File: config.mk
export PLATFORM = sky130hd
export DESIGN_NAME = text_token_lexer
export DESIGN_NICKNAME = d
export VERILOG_FILES = /design/src/rtl/ttl_pkg.sv /design/src/rtl/ttl_front.sv /design/src/rtl/ttl_queue.sv /design/src/rtl/ttl_back.sv /design/src/rtl/text_token_lexer.sv
export VERILOG_INCLUDE_DIRS = /design/src /design/src/rtl
export SDC_FILE = /design/constraint.sdc
export NUM_CORES = 1
export LEC_CHECK = 0
export ABC_AREA = 1
export BUFFER_PORTS_ARGS = -buffer_cell sky130_fd_sc_hd__buf_2
export CELL_PAD_IN_SITES_DETAIL_PLACEMENT = 1
export CELL_PAD_IN_SITES_GLOBAL_PLACEMENT = 1
export CORE_UTILIZATION = 40
export CTS_BUF_LIST = sky130_fd_sc_hd__clkbuf_16
export DETAILED_ROUTE_END_ITERATION = 16
export PLACE_DENSITY = 0.75
export SKIP_CTS_REPAIR_TIMING = 1
export SLEW_MARGIN = 20
export SYNTH_ARGS = -nofsm -noshare
export SYNTH_HDL_FRONTEND = slang
export SYNTH_SLANG_ARGS = --single-unit
File: constraint.sdc
create_clock -name clk -period 8.4 [get_ports clk]
set_clock_uncertainty 0.15 [all_clocks]
set_input_delay 2.1 -clock clk [delete_from_list [all_inputs] [get_ports clk]]
set_output_delay 2.1 -clock clk [all_outputs]
set_load 0.01 [all_outputs]
File: src/rtl/text_token_lexer_assert.svh
// ----------------------------------------------------------------------------
// text_token_lexer assertion macros
// shared property forms, clocked on clk and disabled during reset
// ----------------------------------------------------------------------------
`ifndef TEXT_TOKEN_LEXER_ASSERT_SVH
`define TEXT_TOKEN_LEXER_ASSERT_SVH

// same-cycle implication
`define TTL_ASSERT_SAME(lbl, ante, cons, msg) \
  lbl: assert property (@(posedge clk) disable iff (!rst_n) (ante) |-> (cons)) \
    else $error(msg);

// next-cycle implication
`define TTL_ASSERT_NEXT(lbl, ante, cons, msg) \
  lbl: assert property (@(posedge clk) disable iff (!rst_n) (ante) |=> (cons)) \
    else $error(msg);

`endif

File: src/rtl/ttl_pkg.sv
// ----------------------------------------------------------------------------
// ttl_pkg
// types and constants shared by the text token lexer modules
// ----------------------------------------------------------------------------
`timescale 1ns / 1ps
`default_nettype none

package ttl_pkg;

  localparam logic [1:0] CLS_SPACE = 2'd0;
  localparam logic [1:0] CLS_DIGIT = 2'd1;
  localparam logic [1:0] CLS_ALPHA = 2'd2;
  localparam logic [1:0] CLS_OTHER = 2'd3;

  localparam logic [3:0] TK_LBRACE   = 4'd0;
  localparam logic [3:0] TK_RBRACE   = 4'd1;
  localparam logic [3:0] TK_LBRACKET = 4'd2;
  localparam logic [3:0] TK_RBRACKET = 4'd3;
  localparam logic [3:0] TK_COMMA    = 4'd4;
  localparam logic [3:0] TK_INTEGER  = 4'd5;
  localparam logic [3:0] TK_IDENT    = 4'd6;
  localparam logic [3:0] TK_PTR      = 4'd7;
  localparam logic [3:0] TK_ARR      = 4'd8;
  localparam logic [3:0] TK_U8       = 4'd9;
  localparam logic [3:0] TK_U16      = 4'd10;
  localparam logic [3:0] TK_U32      = 4'd11;
  localparam logic [3:0] TK_U64      = 4'd12;
  localparam logic [3:0] TK_EOF      = 4'd13;
  localparam logic [3:0] TK_ERROR    = 4'd14;

  localparam logic [23:0] KW_PTR = "ptr";
  localparam logic [23:0] KW_ARR = "arr";
  localparam logic [23:0] KW_U8  = {8'h00, "u8"};
  localparam logic [23:0] KW_U16 = "u16";
  localparam logic [23:0] KW_U32 = "u32";
  localparam logic [23:0] KW_U64 = "u64";

  localparam int QUEUE_DEPTH = 4;
  localparam int QUEUE_AW    = 2;

  typedef struct packed {
    logic [1:0] cls;
    logic [7:0] ch;
    logic [3:0] kind;
  } item_t;

  typedef struct packed {
    logic [3:0]  kind;
    logic [63:0] ival;
    logic [15:0] start;
    logic [15:0] len;
    logic [3:0]  width;
    logic        last;
  } tok_t;

endpackage

`default_nettype wire

File: src/rtl/ttl_front.sv
// ----------------------------------------------------------------------------
// ttl_front
// takes text bytes and registers each with its character class
// ----------------------------------------------------------------------------
`timescale 1ns / 1ps
`default_nettype none

module ttl_front import ttl_pkg::*; (
  input  wire logic       clk,
  input  wire logic       rst_n,
  input  wire logic       in_valid,
  output      logic       in_stall,
  input  wire logic [7:0] in_text_byte,
  output      logic       push,
  output      item_t      push_item,
  input  wire logic       q_full
);

  logic  f_valid_r, f_valid_nxt;
  item_t f_item_r;
  item_t cls_item;
  logic  accept;

  always_comb begin
    cls_item.ch   = in_text_byte;
    cls_item.kind = TK_ERROR;
    if (in_text_byte == " " || in_text_byte == 8'h09 ||
        in_text_byte == 8'h0d || in_text_byte == 8'h0a) begin
      cls_item.cls = CLS_SPACE;
    end else if (in_text_byte >= "0" && in_text_byte <= "9") begin
      cls_item.cls = CLS_DIGIT;
    end else if ((in_text_byte >= "a" && in_text_byte <= "z") ||
                 (in_text_byte >= "A" && in_text_byte <= "Z") ||
                 in_text_byte == "_") begin
      cls_item.cls = CLS_ALPHA;
    end else begin
      cls_item.cls = CLS_OTHER;
      case (in_text_byte)
        "{":     cls_item.kind = TK_LBRACE;
        "}":     cls_item.kind = TK_RBRACE;
        "[":     cls_item.kind = TK_LBRACKET;
        "]":     cls_item.kind = TK_RBRACKET;
        ",":     cls_item.kind = TK_COMMA;
        8'h00:   cls_item.kind = TK_EOF;
        default: cls_item.kind = TK_ERROR;
      endcase
    end
  end

  assign push      = f_valid_r && !q_full;
  assign in_stall  = f_valid_r && q_full;
  assign accept    = in_valid && !in_stall;
  assign push_item = f_item_r;

  always_comb begin
    f_valid_nxt = f_valid_r;
    if (accept) begin
      f_valid_nxt = 1'b1;
    end else if (push) begin
      f_valid_nxt = 1'b0;
    end
  end

  always_ff @(posedge clk) begin
    if (!rst_n) begin
      f_valid_r <= 1'b0;
    end else begin
      f_valid_r <= f_valid_nxt;
    end
  end

  always_ff @(posedge clk) begin
    if (accept) begin
      f_item_r <= cls_item;
    end
  end

endmodule

`default_nettype wire

File: src/rtl/ttl_queue.sv
// ----------------------------------------------------------------------------
// ttl_queue
// short fifo of classified bytes between front and back
// ----------------------------------------------------------------------------
`timescale 1ns / 1ps
`default_nettype none

module ttl_queue import ttl_pkg::*; (
  input  wire logic  clk,
  input  wire logic  rst_n,
  input  wire logic  push,
  input  wire item_t push_item,
  output      logic  full,
  input  wire logic  pop,
  output      logic  q_valid,
  output      item_t head
);

  item_t                mem [QUEUE_DEPTH];
  logic [QUEUE_AW-1:0]  wr_ptr_r, wr_ptr_nxt;
  logic [QUEUE_AW-1:0]  rd_ptr_r, rd_ptr_nxt;
  logic [QUEUE_AW:0]    count_r, count_nxt;

  assign full    = (count_r == (QUEUE_AW+1)'(QUEUE_DEPTH));
  assign q_valid = (count_r != '0);
  assign head    = mem[rd_ptr_r];

  always_comb begin
    wr_ptr_nxt = push ? wr_ptr_r + 1'b1 : wr_ptr_r;
    rd_ptr_nxt = pop ? rd_ptr_r + 1'b1 : rd_ptr_r;
    count_nxt  = count_r;
    if (push && !pop) begin
      count_nxt = count_r + 1'b1;
    end else if (pop && !push) begin
      count_nxt = count_r - 1'b1;
    end
  end

  always_ff @(posedge clk) begin
    if (!rst_n) begin
      wr_ptr_r <= '0;
      rd_ptr_r <= '0;
      count_r  <= '0;
    end else begin
      wr_ptr_r <= wr_ptr_nxt;
      rd_ptr_r <= rd_ptr_nxt;
      count_r  <= count_nxt;
    end
  end

  always_ff @(posedge clk) begin
    if (push) begin
      mem[wr_ptr_r] <= push_item;
    end
  end

endmodule

`default_nettype wire

File: src/rtl/ttl_back.sv
// ----------------------------------------------------------------------------
// ttl_back
// lexer state, number accumulate, keyword match and token output
// ----------------------------------------------------------------------------
`timescale 1ns / 1ps
`default_nettype none

`include "text_token_lexer_assert.svh"

module ttl_back import ttl_pkg::*; #(
  parameter int POSITION_BITS = 16
) (
  input  wire logic  clk,
  input  wire logic  rst_n,
  input  wire logic  q_valid,
  input  wire item_t q_item,
  output      logic  q_pop,
  output      logic  out_valid,
  input  wire logic  out_stall,
  output      tok_t  out_tok
);

  localparam logic [1:0] MODE_IDLE  = 2'd0;
  localparam logic [1:0] MODE_NUM   = 2'd1;
  localparam logic [1:0] MODE_IDENT = 2'd2;
  localparam logic [1:0] MODE_HALT  = 2'd3;

  logic [1:0]               mode_r, mode_nxt;
  logic [63:0]              acc_r, acc_nxt;
  logic [15:0]              tstart_r, tstart_nxt;
  logic [15:0]              tlen_r, tlen_nxt;
  logic [POSITION_BITS-1:0] pos_r, pos_nxt;
  logic [23:0]              kwp_r, kwp_nxt;

  logic out_valid_r, out_valid_nxt;
  tok_t out_tok_r, out_tok_nxt;
  logic pend_valid_r, pend_valid_nxt;
  tok_t pend_tok_r, pend_tok_nxt;

  logic                      slot_free;
  logic                      is_num, is_word;
  logic [67:0]               mul10;
  logic [POSITION_BITS+15:0] pos_ext;
  logic [3:0]                id_kind;
  logic [3:0]                id_width;
  tok_t                      close_tok, own_tok, r0_tok, r1_tok;
  logic                      closing, classify, own_v, r0_v, r1_v;

  assign slot_free = !out_valid_r || !out_stall;
  assign q_pop     = q_valid && slot_free && !pend_valid_r;
  assign is_num    = (q_item.cls == CLS_DIGIT);
  assign is_word   = is_num || (q_item.cls == CLS_ALPHA);
  assign pos_ext   = {16'b0, pos_r};
  assign mul10     = ({4'b0, acc_r} << 3) + ({4'b0, acc_r} << 1) + {64'b0, q_item.ch[3:0]};

  // keyword match on the pending identifier
  always_comb begin
    id_kind  = TK_IDENT;
    id_width = 4'd0;
    if (tlen_r == 16'd3) begin
      if (kwp_r == KW_PTR) begin
        id_kind = TK_PTR;
      end else if (kwp_r == KW_ARR) begin
        id_kind = TK_ARR;
      end else if (kwp_r == KW_U16) begin
        id_kind  = TK_U16;
        id_width = 4'd2;
      end else if (kwp_r == KW_U32) begin
        id_kind  = TK_U32;
        id_width = 4'd4;
      end else if (kwp_r == KW_U64) begin
        id_kind  = TK_U64;
        id_width = 4'd8;
      end
    end else if (tlen_r == 16'd2 && kwp_r == KW_U8) begin
      id_kind  = TK_U8;
      id_width = 4'd1;
    end
  end

  always_comb begin
    close_tok       = '0;
    close_tok.last  = 1'b0;
    if (mode_r == MODE_NUM) begin
      close_tok.kind = TK_INTEGER;
      close_tok.ival = acc_r;
    end else begin
      close_tok.kind  = id_kind;
      close_tok.width = id_width;
      if (id_kind == TK_IDENT) begin
        close_tok.start = tstart_r;
        close_tok.len   = tlen_r;
      end
    end
    own_tok      = '0;
    own_tok.kind = q_item.kind;
    own_tok.last = 1'b1;
  end

  always_comb begin
    mode_nxt   = mode_r;
    acc_nxt    = acc_r;
    tstart_nxt = tstart_r;
    tlen_nxt   = tlen_r;
    pos_nxt    = pos_r;
    kwp_nxt    = kwp_r;
    closing    = 1'b0;
    classify   = 1'b0;
    case (mode_r)
      MODE_NUM: begin
        if (is_num) begin
          acc_nxt = (|mul10[67:64]) ? '1 : mul10[63:0];
        end else begin
          closing  = 1'b1;
          classify = 1'b1;
          acc_nxt  = '0;
        end
      end
      MODE_IDENT: begin
        if (is_word) begin
          if (tlen_r != 16'hffff) begin
            tlen_nxt = tlen_r + 16'd1;
          end
          kwp_nxt = {kwp_r[15:0], q_item.ch};
        end else begin
          closing  = 1'b1;
          classify = 1'b1;
        end
      end
      MODE_IDLE: begin
        classify = 1'b1;
      end
      default: begin
      end
    endcase
    if (mode_r != MODE_HALT) begin
      pos_nxt = pos_r + 1'b1;
    end
    if (classify) begin
      mode_nxt = MODE_IDLE;
      case (q_item.cls)
        CLS_DIGIT: begin
          mode_nxt = MODE_NUM;
          acc_nxt  = {60'b0, q_item.ch[3:0]};
        end
        CLS_ALPHA: begin
          mode_nxt   = MODE_IDENT;
          tstart_nxt = pos_ext[15:0];
          tlen_nxt   = 16'd1;
          kwp_nxt    = {16'b0, q_item.ch};
        end
        CLS_OTHER: begin
          if (q_item.kind == TK_EOF || q_item.kind == TK_ERROR) begin
            mode_nxt = MODE_HALT;
          end
        end
        default: begin
        end
      endcase
    end
    own_v = classify && (q_item.cls == CLS_OTHER);
  end

  always_comb begin
    r0_v   = closing || own_v;
    r1_v   = closing && own_v;
    r0_tok = closing ? close_tok : own_tok;
    if (closing && !own_v) begin
      r0_tok.last = 1'b1;
    end
    r1_tok = own_tok;
  end

  always_comb begin
    out_valid_nxt  = out_valid_r;
    out_tok_nxt    = out_tok_r;
    pend_valid_nxt = pend_valid_r;
    pend_tok_nxt   = pend_tok_r;
    if (slot_free) begin
      out_valid_nxt = 1'b0;
      if (pend_valid_r) begin
        out_valid_nxt  = 1'b1;
        out_tok_nxt    = pend_tok_r;
        pend_valid_nxt = 1'b0;
      end else if (q_pop && r0_v) begin
        out_valid_nxt  = 1'b1;
        out_tok_nxt    = r0_tok;
        pend_valid_nxt = r1_v;
        pend_tok_nxt   = r1_tok;
      end
    end
  end

  always_ff @(posedge clk) begin
    if (!rst_n) begin
      mode_r       <= MODE_IDLE;
      acc_r        <= '0;
      tstart_r     <= '0;
      tlen_r       <= '0;
      pos_r        <= '0;
      kwp_r        <= '0;
      out_valid_r  <= 1'b0;
      pend_valid_r <= 1'b0;
    end else begin
      if (q_pop) begin
        mode_r   <= mode_nxt;
        acc_r    <= acc_nxt;
        tstart_r <= tstart_nxt;
        tlen_r   <= tlen_nxt;
        pos_r    <= pos_nxt;
        kwp_r    <= kwp_nxt;
      end
      out_valid_r  <= out_valid_nxt;
      pend_valid_r <= pend_valid_nxt;
    end
  end

  always_ff @(posedge clk) begin
    out_tok_r  <= out_tok_nxt;
    pend_tok_r <= pend_tok_nxt;
  end

  assign out_valid = out_valid_r;
  assign out_tok   = out_tok_r;

  `TTL_ASSERT_SAME(a_pend_needs_out, pend_valid_r, out_valid_r, "pending token without output")
  `TTL_ASSERT_SAME(a_first_has_second, out_valid_r && !out_tok_r.last, pend_valid_r, "lost second token")
  `TTL_ASSERT_NEXT(a_halt_sticks, mode_r == MODE_HALT, mode_r == MODE_HALT, "left halt without reset")
  `TTL_ASSERT_SAME(a_pop_needs_slot, q_pop, !pend_valid_r && slot_free, "pop with no output room")

endmodule

`default_nettype wire

File: src/rtl/text_token_lexer.sv
// ----------------------------------------------------------------------------
// text_token_lexer
// streaming lexer: text bytes in, integer, identifier, keyword and
// punctuation, end-of-input and error tokens out
// ----------------------------------------------------------------------------
// channel  dir  handshake            payload
// in       in   in_valid/in_stall    in_text_byte
// out      out  out_valid/out_stall  out_token_kind .. out_last_of_run
//
// one byte per cycle when nothing stalls; a byte that closes a pending token and
// gives its own token holds off the next pop until the second token is output
// a byte passes the front register, the queue and the output register to a token
// the four-entry queue lets the front keep taking bytes while the back stalls
// reset is synchronous and clears all control state; no clearing pass
// ----------------------------------------------------------------------------
`timescale 1ns / 1ps
`default_nettype none

module text_token_lexer import ttl_pkg::*; #(
  parameter int POSITION_BITS = 16
) (
  input  wire logic        clk,
  input  wire logic        rst_n,
  input  wire logic        in_valid,
  output      logic        in_stall,
  input  wire logic [7:0]  in_text_byte,
  output      logic        out_valid,
  input  wire logic        out_stall,
  output      logic [3:0]  out_token_kind,
  output      logic [63:0] out_integer_value,
  output      logic [15:0] out_ident_start,
  output      logic [15:0] out_ident_length,
  output      logic [3:0]  out_prim_width,
  output      logic        out_last_of_run
);

  logic  push, q_full, q_pop, q_valid;
  item_t push_item, q_head;
  tok_t  tok;

  ttl_front u_front (
    .clk          (clk),
    .rst_n        (rst_n),
    .in_valid     (in_valid),
    .in_stall     (in_stall),
    .in_text_byte (in_text_byte),
    .push         (push),
    .push_item    (push_item),
    .q_full       (q_full)
  );

  ttl_queue u_queue (
    .clk       (clk),
    .rst_n     (rst_n),
    .push      (push),
    .push_item (push_item),
    .full      (q_full),
    .pop       (q_pop),
    .q_valid   (q_valid),
    .head      (q_head)
  );

  ttl_back #(
    .POSITION_BITS (POSITION_BITS)
  ) u_back (
    .clk       (clk),
    .rst_n     (rst_n),
    .q_valid   (q_valid),
    .q_item    (q_head),
    .q_pop     (q_pop),
    .out_valid (out_valid),
    .out_stall (out_stall),
    .out_tok   (tok)
  );

  assign out_token_kind    = tok.kind;
  assign out_integer_value = tok.ival;
  assign out_ident_start   = tok.start;
  assign out_ident_length  = tok.len;
  assign out_prim_width    = tok.width;
  assign out_last_of_run   = tok.last;

endmodule

`default_nettype wire
== After elaboration in Yosys (flattened, before gate mapping) ==
Memories as Yosys holds them, arrays and structs flattened. A register that Yosys moved wholly into a read port is not among the register bits.
Cells that the tools add are included.
Widths: inputs -> output; s select.
Storage, ports and cells
  register bits after elaboration: 271
  RAM bits: 56
  bits of input ports: 12
  output and inout bits: 107
  logic and storage cells: 171
  memories: 1
Operators by class
  add/sub/neg operators: 8
  magnitude comparators: 6
  eq/ne operators: 29
  muxes and demuxes: 57
  bitwise gates (word level): 1
  reductions and logical operators: 46
Memory list
  u_queue.mem: words 4, bits a word 14, read ports 1, clocked after Yosys merged registers in 1, wr ports 1, line ttl_queue.sv:19  | item_t mem [QUEUE_DEPTH];
Operators by type and width (number)
  $mux 64: 6
  $mux 105: 3
  $eq 24x23->1 const B: 5
  $mux 24: 4
  $mux 16: 5
  $add 67x65->68: 1
  $add 68x4->68: 1
  $mux 4: 14
  $eq 8x7->1 const B: 5
  $mux 36: 1
  $add 16x1->16 const B: 2
  $eq 16x2->1 const B: 2
  $mux 32: 1
  $eq 24x15->1 const B: 1
  $eq 8x4->1 const B: 3
  $pmux 4 s6: 1
  $eq 8x6->1 const B: 2
  $ge 8x7->1 const B: 2
  $le 8x7->1 const B: 2
  $ne 16x16->1 const B: 1
  $logic_and 1x1->1: 15
  $mux 1: 14
  $logic_or 1x1->1: 9
  $eq 4x4->1 const B: 2
  26 further kinds: 45

== Longest topological paths before layout ==
Gate-level depths: netlist (run 1).
  depth in word-level cells: 14
  gate-level depth with buffers: 28
  depth with buffers taken out: 26

== Cells and area by module ==
Synthesis (run 1) repeated with hierarchy kept, for this count alone.
Second synthesis, totals
  cells, all modules: 2981
  area, all modules: 21584.5 um2
Modules (own cells, without submodules)
  ttl_back: times used 1, cells each 2702, area each 18273.8 um2, sequential area each 6075.8 um2
  ttl_queue: times used 1, cells each 194, area each 2537.4 um2, sequential area each 1861.8 um2
  ttl_front: times used 1, cells each 85, area each 773.2 um2, sequential area each 440.4 um2

== Least setup slack after synthesis (run 1) ==
No wires, ideal clock.
  path kind: input to register
  from: in out_stall
  to: reg u_back.out_tok_r (netlist bit u_back.out_tok[0]) (enable)
  library setup time: 605 ps
  arrival: 7815 ps
  required time: 7645 ps
  path slack: -169 ps
  cell stages on the path: 8
  buffers on the path: 1
  path through: nand2_1 inv_1 nor2_1 nand2_1 buf_2 inv_2 o21ai_0 a21oi_1
Between the ends
  word-level cells in the longest chain between the ends: 7
RTL lines
  start: declaration: line text_token_lexer.sv:28  | input wire logic out_stall,
  $logic_not 1->1 *: line ttl_back.sv:49  | assign slot_free = !out_valid_r || !out_stall;
  $logic_or 1x1->1 *: line ttl_back.sv:49
  $logic_and 1x1->1 (2 in a row): line ttl_back.sv:50  | assign q_pop = q_valid && slot_free && !pend_valid_r;
  $logic_and 1x1->1: line ttl_back.sv:185  | end else if (q_pop && r0_v) begin
  $reduce_bool 2->1 (no line)
  $reduce_and 2->1 (no line) *
  end signal: assignment: line ttl_back.sv:219  | out_tok_r <= out_tok_nxt;
  end: declaration: line ttl_back.sv:36  | tok_t out_tok_r, out_tok_nxt;
Every way passes the cells marked *; elsewhere a longest branch is shown, timed or not.
A chain may end at the register's enable or synchronous reset.

==> results.md, run 1 <==
- # port buffers: 118
- M3 GR Usage: 0.02979
- Average vias per placed instance: 5.135
- Pwr per Cell Area: 234.1 mW/mm2
- Asr flop ratio synth: 0
- Post-synth net total: 3,157
- Max-Cap Viols: 0
- Worst slew pin tran: 1.029 ns
- Clk pin slew, worst setup/hold paths: 0.06 ns
- GR Util met2: 0.4509
- GR Util met1: 0.3059
- EDFF count, synth: 179
- Average size of a mapped cell: 7.195 um2
- Unique masters post-synth: 49
- Congestion Overflow GR: 0
- Core Footprint: 0.05297 mm2
- Setup TNS: 0 ns
- Final period utilization: 0.7852
- Max Freq: 151.6 MHz
- Cell Count, Final, Fillers Out: 3,805
- Clk pwr share: 0.289
- P&R area growth vs syn: 10.64%
- Synthesized area: 0.02158 mm2
- Crit-path max FO: 44
- Peak VDD IR: 187.8 uV
- Largest net degree at the start of global routing: 81
- Kind of critical path: flop to flop
- Final hold slack: 0.3079 ns
- Clk_lat worst skew: 0.58 ns
- CP max stage delay: 0.99 ns
- Final Net Count: 3,246
- CP max stage cell: dfxtp_1
- Slew Limit Fails: 0
- P_sw: 2.090 mW
- Gr busiest metal: met2
- TritonRoute pass-1 iters: 4
- Vias in the first global route: 20,220
- Crit path buf inv count: 4
- Worst slack, placed: 1.836 ns
- Int Power: 3.500 mW
- DRC viols: 0
- Combinational Power Share: 0.301
- Post-Route WL: 67.22 mm
- Final setup vio count: 0
- Hpwl dp: 50.74 mm
- 1st-iter DRT viols: 889
- Die Height: 234.3 um
- Crit path required time: 8.66 ns
- Cell mode on critical path: nand2_1
- GR Util All Layers: 0.2493
- Clock Path Buffers: 3
- Die Wd: 234.3 um
- Sequential cell area fraction in the yosys report: 0.3882
- Initial Utilization: 0.4075
- First-pass GRT wire length: 108.2 mm
- Die ar.: 0.05489 mm2
- Wire per inst: 17.67 um
- Placer Congestion: 0.9656
- IO Count: 119
- Sequential group share of total power: 0.410
- Worst Hold Launch: u_back.pos_r[15]$_SDFFE_PN0P_
- Rows: 84
- CTS H-tree depth: 2
- Synth Flop Type: edfxtp_1
- Switch share: 0.3739
- Worst hold path type: flop to flop
- DR vias: 19,540
- CTS Root Cell: clkbuf_16
- RSZ-0062 raised after global routing: false
- Post-Syn Instances: 3,000
- Synth Register Bits: 329
- Layout cell share with drive strength beyond 1: 0.1094
- CTS Buf Count: 38
- Pleak: 11.56 nW
- Fin. Hold Viols: 0
- Status: completed
- TritonCTS clock tree: yes
- Slew HR: 0.3140
- Filler instances: 6,765
- Num Clock Sinks: 329
- Synth warn: 0
- CP endpoint kind: flop
- Initial antenna violation count: 1
- Ant diodes: 0
- Antenna Violating Nets Remaining: 0
- Startpoint types: flop
- Final setup margin: 1.804 ns
- Tmin final: 6.596 ns
- Arrival @ worst endpoint: 6.85 ns
- Placed insts: 3,737
- Crit path max-delay family: simple AND/OR/NAND/NOR gates
[synth_stat cells, types with 15 or more instances]
| library cell | n | area share |
|---|---|---|
| nor2_1 | 320 | 0.056 |
| clkbuf_1 | 54 | 0.0094 |
| xnor2_1 | 35 | 0.014 |
| inv_1 | 370 | 0.064 |
| nor3_1 | 45 | 0.010 |
| nand2_2 | 21 | 0.0061 |
| buf_2 | 15 | 0.0035 |
| nand4_1 | 27 | 0.0078 |
| edfxtp_1 | 179 | 0.25 |
| nand3_2 | 62 | 0.029 |
| nand2_1 | 1029 | 0.18 |
| inv_2 | 36 | 0.0063 |
| ha_1 | 142 | 0.082 |
| a21oi_1 | 181 | 0.042 |
| dfxtp_1 | 150 | 0.14 |
| nand3_1 | 79 | 0.018 |
| o21ai_0 | 102 | 0.024 |
| nor4_1 | 15 | 0.0043 |
[path summary, 6_finish.rpt]
check | end | slack, ns | cells after the start
min reg2reg | u_back.pos_r[15]$_SDFFE_PN0P_ | 0.31 | 1
min | u_back.pos_r[15]$_SDFFE_PN0P_ | 0.31 | 1
max | u_back.acc_r[56]$_SDFFE_PN0P_ | 1.80 | 25
max reg2reg | u_back.acc_r[56]$_SDFFE_PN0P_ | 1.80 | 25
[placed cells by master, fill, tap and decap left out, types with 5 or more instances in the layout]
master,netlist,final
nor4_1,15,15
nor2_2,8,9
nand2_2,21,23
a211oi_1,12,12
nand3_2,62,62
dfxtp_1,150,150
nand2_1,1029,1027
nor2_1,320,319
nor3_2,7,7
nor3_1,45,45
o22ai_1,7,7
inv_1,370,378
nand4_1,27,27
clkinv_1,7,14
xnor2_1,35,35
buf_4,1,14
xor2_1,8,8
o21bai_1,13,13
nand3_1,79,79
nand3b_1,10,10
a21oi_1,181,180
clkbuf_16,0,38
buf_2,15,118
a31oi_1,6,6
clkinv_2,0,6
o21ai_0,102,102
ha_1,142,142
edfxtp_1,179,179
o21ai_1,5,5
inv_2,36,35
[through the flow]
stage                     utilization  area, um2  power (mW)
after floorplan                     -      21590       3.381
final                          0.4508      23880       5.590
after global placement         0.4282      22680       3.941
after detailed placement       0.4283      22690       4.018
after global routing           0.4508      23880       5.932
after CTS                      0.4508      23880       5.669
[registers in the layout, summed over array words and instances (netlist names), 2 cells and up, named ones only]
register	count
u_back.pend_tok_r	4
u_back.tstart_r	16
u_queue.rd_ptr_r	2
u_back.acc_r	64
u_queue.mem	56
u_back.tlen_r	16
u_queue.wr_ptr_r	2
u_back.pos_r	16
u_front.push_item	14
u_back.mode_r	2
u_back.out_tok	105
u_back.kwp_r	24
u_queue.count_r	3
[worst reg2reg max path: cells and delay by family (launching register included)]
family | cells | cell delay, ns
AND/OR/NAND/NOR | 16 | 2.02
buffers and inverters | 4 | 1.62
flip-flops | 1 | 0.99
adder cells (fa/ha/maj) | 2 | 0.99
AO/OA/AOI/OAI | 3 | 0.68
[cell families (layout without fill, tap and decap cells)]
family,Yosys count,after routing,synth area share
adders and majority gates,145,145,0.08510
DFF,329,329,0.3882
buffers and inverters,496,613,0.09391
and+or+nand+nor,1644,1644,0.3297
AOI/OAI and AO/OA,343,343,0.08573
xor gates and xnor gates,43,43,0.01745
[area by class of cell]
cell class	count	area, um2	area share
flip-flops and latches	329	8378	0.3508
clock buffers	38	950.9	0.03982
repair buffers	132	695.7	0.02913
clock inverters	30	244.0	0.01022
inverters	413	1554	0.06507
multi-input cells	2175	11200	0.4689
well taps	688	860.8	0.03605
[power groups by stage]
stage | Combinational [mW] | Clock, mW | Sequential [mW]
after floorplan | 0.977 | 0 | 2.40
after global placement | 1.63 | 0 | 2.31
after detailed placement | 1.70 | 0 | 2.32
after CTS | 1.71 | 1.66 | 2.30
after global routing | 1.88 | 1.72 | 2.33
final | 1.68 | 1.62 | 2.29
[layer usage]
layer,part of all wire,vias up
li1,-,9777
met1,0.44,9407
met2,0.50,247
met3,0.030,104
met4,0.028,2
met5,0.00012,-
Note: power is estimated with default switching activity, not from simulation.
==> run 2, diff against run 1 <==
--- a/config.mk
+++ b/config.mk
@@ -13,7 +13,7 @@
 export CORE_UTILIZATION = 40
 export CTS_BUF_LIST = sky130_fd_sc_hd__clkbuf_16
 export DETAILED_ROUTE_END_ITERATION = 16
-export PLACE_DENSITY = 0.75
+export PLACE_DENSITY = 0.72
 export SKIP_CTS_REPAIR_TIMING = 1
 export SLEW_MARGIN = 20
 export SYNTH_ARGS = -nofsm -noshare
==> constraint.sdc (replaced) <==
create_clock -name clk -period 6.6 [get_ports clk]
set_clock_uncertainty 0.15 [all_clocks]
set_input_delay 1.65 -clock clk [delete_from_list [all_inputs] [get_ports clk]]
set_output_delay 1.65 -clock clk [all_outputs]
set_load 0.01 [all_outputs]
==> run 2 against run 1 <==
- wire length is 1.5% lower
- worst setup slack worse by 0.98 ns
- non-clock buffer count is 5 higher
- critical endpoint is now u_back.acc_r[39]$_SDFFE_PN0P_
- largest cell class unchanged
- largest power group unchanged
==> results.md, run 2 (synthesis gave the netlist of run 1 again) <==
- Status: completed
- Fin. Hold Viols: 0
- Layout cell share with drive strength beyond 1: 0.1102
- Final Net Count: 3,251
- Post-Route WL: 66.20 mm
- Most common cell after layout, fill and taps aside: nand2_1
- Reg2reg end: u_back.acc_r[39]$_SDFFE_PN0P_
- CTS Buf Count: 38
- Clock Path Buffers: 3
- P_sw: 2.661 mW
- Final hold slack: 0.3176 ns
- Rows: 84
- Int Power: 4.367 mW
- Pleak: 11.55 nW
- Average vias per placed instance: 5.105
- Combinational Power Share: 0.307
- Slew HR: 0.3045
- Peak VDD IR: 353.0 uV
- CTS Root Cell: clkbuf_16
- R2R depth: 26
- TritonRoute pass-1 iters: 5
- Core Footprint: 0.05297 mm2
- Wire per inst: 17.37 um
- Initial Utilization: 0.4075
- Die Wd: 234.3 um
- Crit path buf inv count: 5
- Crit-path max FO: 40
- Crit path required time: 6.86 ns
- Placer Congestion: 0.9529
- CP endpoint kind: flop
- Die ar.: 0.05489 mm2
- Tmin final: 5.779 ns
- Crit path max-delay family: simple AND/OR/NAND/NOR gates
- # port buffers: 118
- Setup TNS: 0 ns
- Worst R2R Setup Slack: 0.82 ns
- Max reg flops: 105
- Most frequent cells in the layout: nand2_1 (1,027), inv_1 (375), nor2_1 (319)
- Antenna Violating Nets Remaining: 0
- Worst hold path type: flop to flop
- Kind of critical path: flop to flop
- Worst slew pin tran: 1.043 ns
- Arrival @ worst endpoint: 6.04 ns
- DRC viols: 0
- Clk pin slew, worst setup/hold paths: 0.06 ns
- Final setup vio count: 0
- Clk_lat worst skew: 0.58 ns
- RSZ-0062 raised after global routing: false
- TritonCTS clock tree: yes
- Num Clock Sinks: 329
- Cell mode on critical path: nand2_1
- Die Height: 234.3 um
- CP max stage cell: nor2_8
- First-pass GRT wire length: 106.7 mm
- DR vias: 19,460
- Max-Cap Viols: 0
- Hpwl dp: 49.96 mm
- Switch share: 0.3786
- GR Util All Layers: 0.2443
- Slew Limit Fails: 0
- Filler instances: 6,804
- P&R area growth vs syn: 10.57%
- Congestion Overflow GR: 0
- Final period utilization: 0.8755
- Worst Hold Launch: u_back.pos_r[15]$_SDFFE_PN0P_
- CP max stage delay: 0.72 ns
- Startpoint types: flop
- Max Freq: 173.1 MHz
- Clk pwr share: 0.281
- Ant diodes: 0
- Sequential group share of total power: 0.412
- IO Count: 119
- Initial antenna violation count: 0
- Pwr per Cell Area: 294.5 mW/mm2
- 1st-iter DRT viols: 877
- Largest net degree at the start of global routing: 81
- Worst Hold End: u_back.pos_r[15]$_SDFFE_PN0P_
- Hold-critical path depth: 1
- CTS H-tree depth: 2
- Vias in the first global route: 20,230
## run 2: cell count changes in the layout (fill, tap and decap cells not counted), moves of 3 or more
cell	previous run	this run
clkinv_1	14	20
buf_4	14	19
bufinv_16	3	0
inv_1	378	375
## run 2: how the worst max path moves through the flow
stage | from | end | slack, ns | cells past startpoint
floorplan | out_stall | u_back.out_tok[0]$_SDFFCE_PP1P_ | 0.59 | 8
global placement | flop | u_back.acc_r[44]$_SDFFE_PN0P_ | 1.06 | 26
detailed placement | flop | u_back.acc_r[32]$_SDFFE_PN0P_ | 0.79 | 26
CTS | flop | u_back.acc_r[39]$_SDFFE_PN0P_ | 0.77 | 26
global route | flop | u_back.acc_r[44]$_SDFFE_PN0P_ | 0.30 | 26
finish | flop | u_back.acc_r[39]$_SDFFE_PN0P_ | 0.82 | 26
## run 2: cell type report
cell class / instances / area, um2 / area share
clock inverter: 30 / 163.9 / 0.006868
tap: 688 / 860.8 / 0.03607
sequential: 329 / 8378 / 0.3511
timing repair buffer: 137 / 733.2 / 0.03072
inverter: 413 / 1555 / 0.06517
multi-input combinational: 2175 / 11200 / 0.4692
clock buffer: 39 / 975.9 / 0.04089
## run 2: power groups by stage
stage	registers [mW]	clock network [mW]	logic [mW]
global placement	2.92	0	2.11
global route	2.95	2.09	2.43
CTS	2.90	2.03	2.21
floorplan	3.06	0	1.24
detailed placement	2.94	0	2.19
finish	2.89	1.97	2.16
## run 2: through the flow
step / std cells / setup WS, ns / utilization / cell area [um2] / total power [mW]
global placement: 3742 / 1.061 / 0.4289 / 22720 / 5.028
finish: 3811 / 0.8214 / 0.4505 / 23870 / 7.028
CTS: 3811 / 0.7737 / 0.4505 / 23870 / 7.133
detailed placement: 3742 / 0.7885 / 0.4290 / 22730 / 5.125
floorplan: 3000 / 0.5940 / - / 21590 / 4.304
global route: 3811 / 0.2968 / 0.4505 / 23870 / 7.466
## run 2: worst register-to-register path, cell delays in order (launching register included)
cell	delay [ns]
dfxtp_1	0.31
buf_4	0.28
clkinv_1	0.66
o21ai_0	0.39
o22ai_1	0.18
fa_1	0.54
inv_1	0.07
fa_1	0.45
inv_1	0.09
nand2_1	0.09
nor2_1	0.14
nand2_1	0.07
nand3_1	0.13
nand2_1	0.07
nand2_1	0.09
nand2_1	0.07
nand2_2	0.10
nand2_2	0.07
nand3_2	0.08
nand2_4	0.07
nor2_8	0.72
buf_4	0.41
nand3_2	0.09
nand2_1	0.07
nand2_1	0.06
nand2_1	0.06
a21oi_1	0.09
## run 2: layer usage
| metal | share of wire | vias to the layer above | track usage |
|---|---|---|---|
| met5 | 0 | - | 0 |
| met4 | 0.022 | 0 | 0.06653 |
| met3 | 0.025 | 87 | 0.02857 |
| met2 | 0.51 | 239 | 0.4481 |
| met1 | 0.45 | 9332 | 0.2991 |
| li1 | - | 9798 | - |
==> run 3, diff against run 2 <==
--- a/config.mk
+++ b/config.mk
@@ -14,6 +14,7 @@
 export CTS_BUF_LIST = sky130_fd_sc_hd__clkbuf_16
 export DETAILED_ROUTE_END_ITERATION = 16
 export PLACE_DENSITY = 0.72
+export RECOVER_POWER = 50
 export SKIP_CTS_REPAIR_TIMING = 1
 export SLEW_MARGIN = 20
 export SYNTH_ARGS = -nofsm -noshare
==> constraint.sdc (replaced) <==
create_clock -name clk -period 6.9 [get_ports clk]
set_clock_uncertainty 0.15 [all_clocks]
set_input_delay 1.725 -clock clk [delete_from_list [all_inputs] [get_ports clk]]
set_output_delay 1.725 -clock clk [all_outputs]
set_load 0.01 [all_outputs]
==> run 3 against run 2 <==
- the run now ends with capacitance limit, slew limit left
- sequential power fell by 4%
- die area is the same
- non-clock buffer count decreased by 2
- global-route usage rose by 0.27 points
- cell area is 0.48% lower
- highest routed layer unchanged
- critical endpoint is now u_back.kwp_r[5]$_SDFFE_PN0P_
- largest cell class unchanged
- largest power group unchanged
==> results.md, run 3 (synthesis gave the netlist of run 1 again) <==
- 1st-iter DRT viols: 697
- R2R depth: 15
- Hpwl dp: 50.67 mm
- Gr busiest metal: met2
- Kind of critical path: flop to flop
- Tmin final: 5.684 ns
- Ant diodes: 0
- Pwr per Cell Area: 284.4 mW/mm2
- GR Util met2: 0.4441
- Rows: 84
- Post-DP Area: 0.02272 mm2
- # port buffers: 118
- First-pass GRT wire length: 107.5 mm
- Average vias per placed instance: 5.123
- Final period utilization: 0.8238
- Final Net Count: 3,250
- Largest net degree at the start of global routing: 81
- Most common cell after layout, fill and taps aside: nand2_1
- Clock Path Buffers: 3
- Worst R2R Setup Slack: 1.22 ns
- Reg2reg end: u_back.kwp_r[5]$_SDFFE_PN0P_
- Antenna Violating Nets Remaining: 0
- CTS H-tree depth: 2
- Setup TNS: 0 ns
- Initial antenna violation count: 0
- DR vias: 19,520
- Worst hold path type: flop to flop
- RSZ-0062 raised after global routing: false
- Worst slew pin tran: 2.077 ns
- Initial Utilization: 0.4075
- Die Wd: 234.3 um
- Pleak: 11.24 nW
- Hold-critical path depth: 2
- Crit path required time: 7.27 ns
- Worst Hold Launch: u_back.kwp_r[16]$_SDFFE_PN0P_
- Arrival @ worst endpoint: 6.05 ns
- Failing checks: capacitance limit, slew limit
- Most frequent cells in the layout: nand2_1 (1,027), inv_1 (380), nor2_1 (320)
- Max reg flops: 105
- Final setup vio count: 0
- M3 GR Usage: 0.03234
- Status: finished, violations left
- Fin area: 0.02375 mm2
- Vias in the first global route: 20,400
- Crit-path max FO: 31
- DRC viols: 0
- CTS Root Cell: clkbuf_16
- Startpoint types: flop
- Layout cell share with drive strength beyond 1: 0.07079
- Worst Hold End: u_back.kwp_r[16]$_SDFFE_PN0P_
- Die ar.: 0.05489 mm2
- Slew HR: -0.3850
- Post-Route WL: 66.62 mm
- Peak VDD IR: 312.2 uV
- Final setup margin: 1.216 ns
- CTS Buf Count: 39
- Clk_lat worst skew: 0.60 ns
- Num Clock Sinks: 329
- Placer Congestion: 0.9122
- TritonCTS clock tree: yes
- Slew Limit Fails: 126
- Clk pin slew, worst setup/hold paths: 0.06 ns
- Core Footprint: 0.05297 mm2
- P&R area growth vs syn: 10.04%
- Fin. Hold Viols: 0
- TritonRoute pass-1 iters: 7
- GR Util All Layers: 0.2469
- CP endpoint kind: flop
- Overall Power: 6.754 mW
- Die Height: 234.3 um
- Congestion Overflow GR: 0
- GR Util met1: 0.2978
- Max-Cap Viols: 2
- Max Freq: 175.9 MHz
- Worst slack, placed: 1.324 ns
- Wire per inst: 17.49 um
- IO Count: 119
-- run 3: changes by cell type in the layout (fill, tap and decap cells not counted), sizes merged --
cell    change
buf       -124
bufinv      +2
clkbuf    +122
clkinv      -6
inv         +5
-- run 3: through the flow --
step                hold WS (ns)    util  std cells
floorplan                 0.2769       -       3000
global placement          0.2968  0.4289       3740
detailed placement        0.3212  0.4289       3740
CTS                       0.3321  0.4516       3810
global route              0.3604  0.4484       3810
finish                    0.3336  0.4484       3810
-- run 3: cell type report --
| class | instances | area (um2) |
|---|---|---|
| repair buffers | 135 | 564.3 |
| clock buffers | 39 | 975.9 |
| multi-input cells | 2175 | 11190 |
| flip-flops and latches | 329 | 8378 |
| clock inverters | 31 | 230.2 |
| well taps | 688 | 860.8 |
| inverters | 413 | 1551 |
| fillers | 6890 | 29220 |
-- run 3: worst max-delay path, cell delays in order, from the launching register on --
cell and delay [ns]:
dfxtp_1 0.59, clkinv_1 0.55, a32oi_1 0.58, inv_1 0.13
ha_1 0.44, nand2_1 0.09, o21ai_0 0.15, o21ai_0 0.31
nor2_1 0.22, inv_1 0.12, nor2_2 0.09, clkbuf_1 0.99
nor2_1 0.50, inv_1 0.33, o21ai_0 0.14, a31oi_1 0.24
-- run 3: worst max path at each step --
stage                         start                         endpoint
after floorplan           out_stall  u_back.out_tok[0]$_SDFFCE_PP1P_
after global placement         flop    u_back.acc_r[45]$_SDFFE_PN0P_
after detailed placement       flop     u_back.acc_r[5]$_SDFFE_PN0P_
after CTS                      flop     u_back.acc_r[5]$_SDFFE_PN0P_
after global routing           flop     u_back.kwp_r[5]$_SDFFE_PN0P_
final                          flop     u_back.kwp_r[5]$_SDFFE_PN0P_
-- run 3: power by group --
group          switching [mW]  leakage (nW)  internal, mW  total, mW
combinational            1.50          7.75         0.489       1.99
clock                   0.878         0.627          1.12       1.99
sequential              0.186          2.87          2.58       2.77
total                    2.57          11.2          4.19       6.75
-- run 3: metal layers --
metal	vias up	share of wire	wire length, um
met5	-	0	0
met4	0	0.035	2341
met3	106	0.028	1856
met2	242	0.50	33060
met1	9380	0.44	29360
li1	9790	-	-
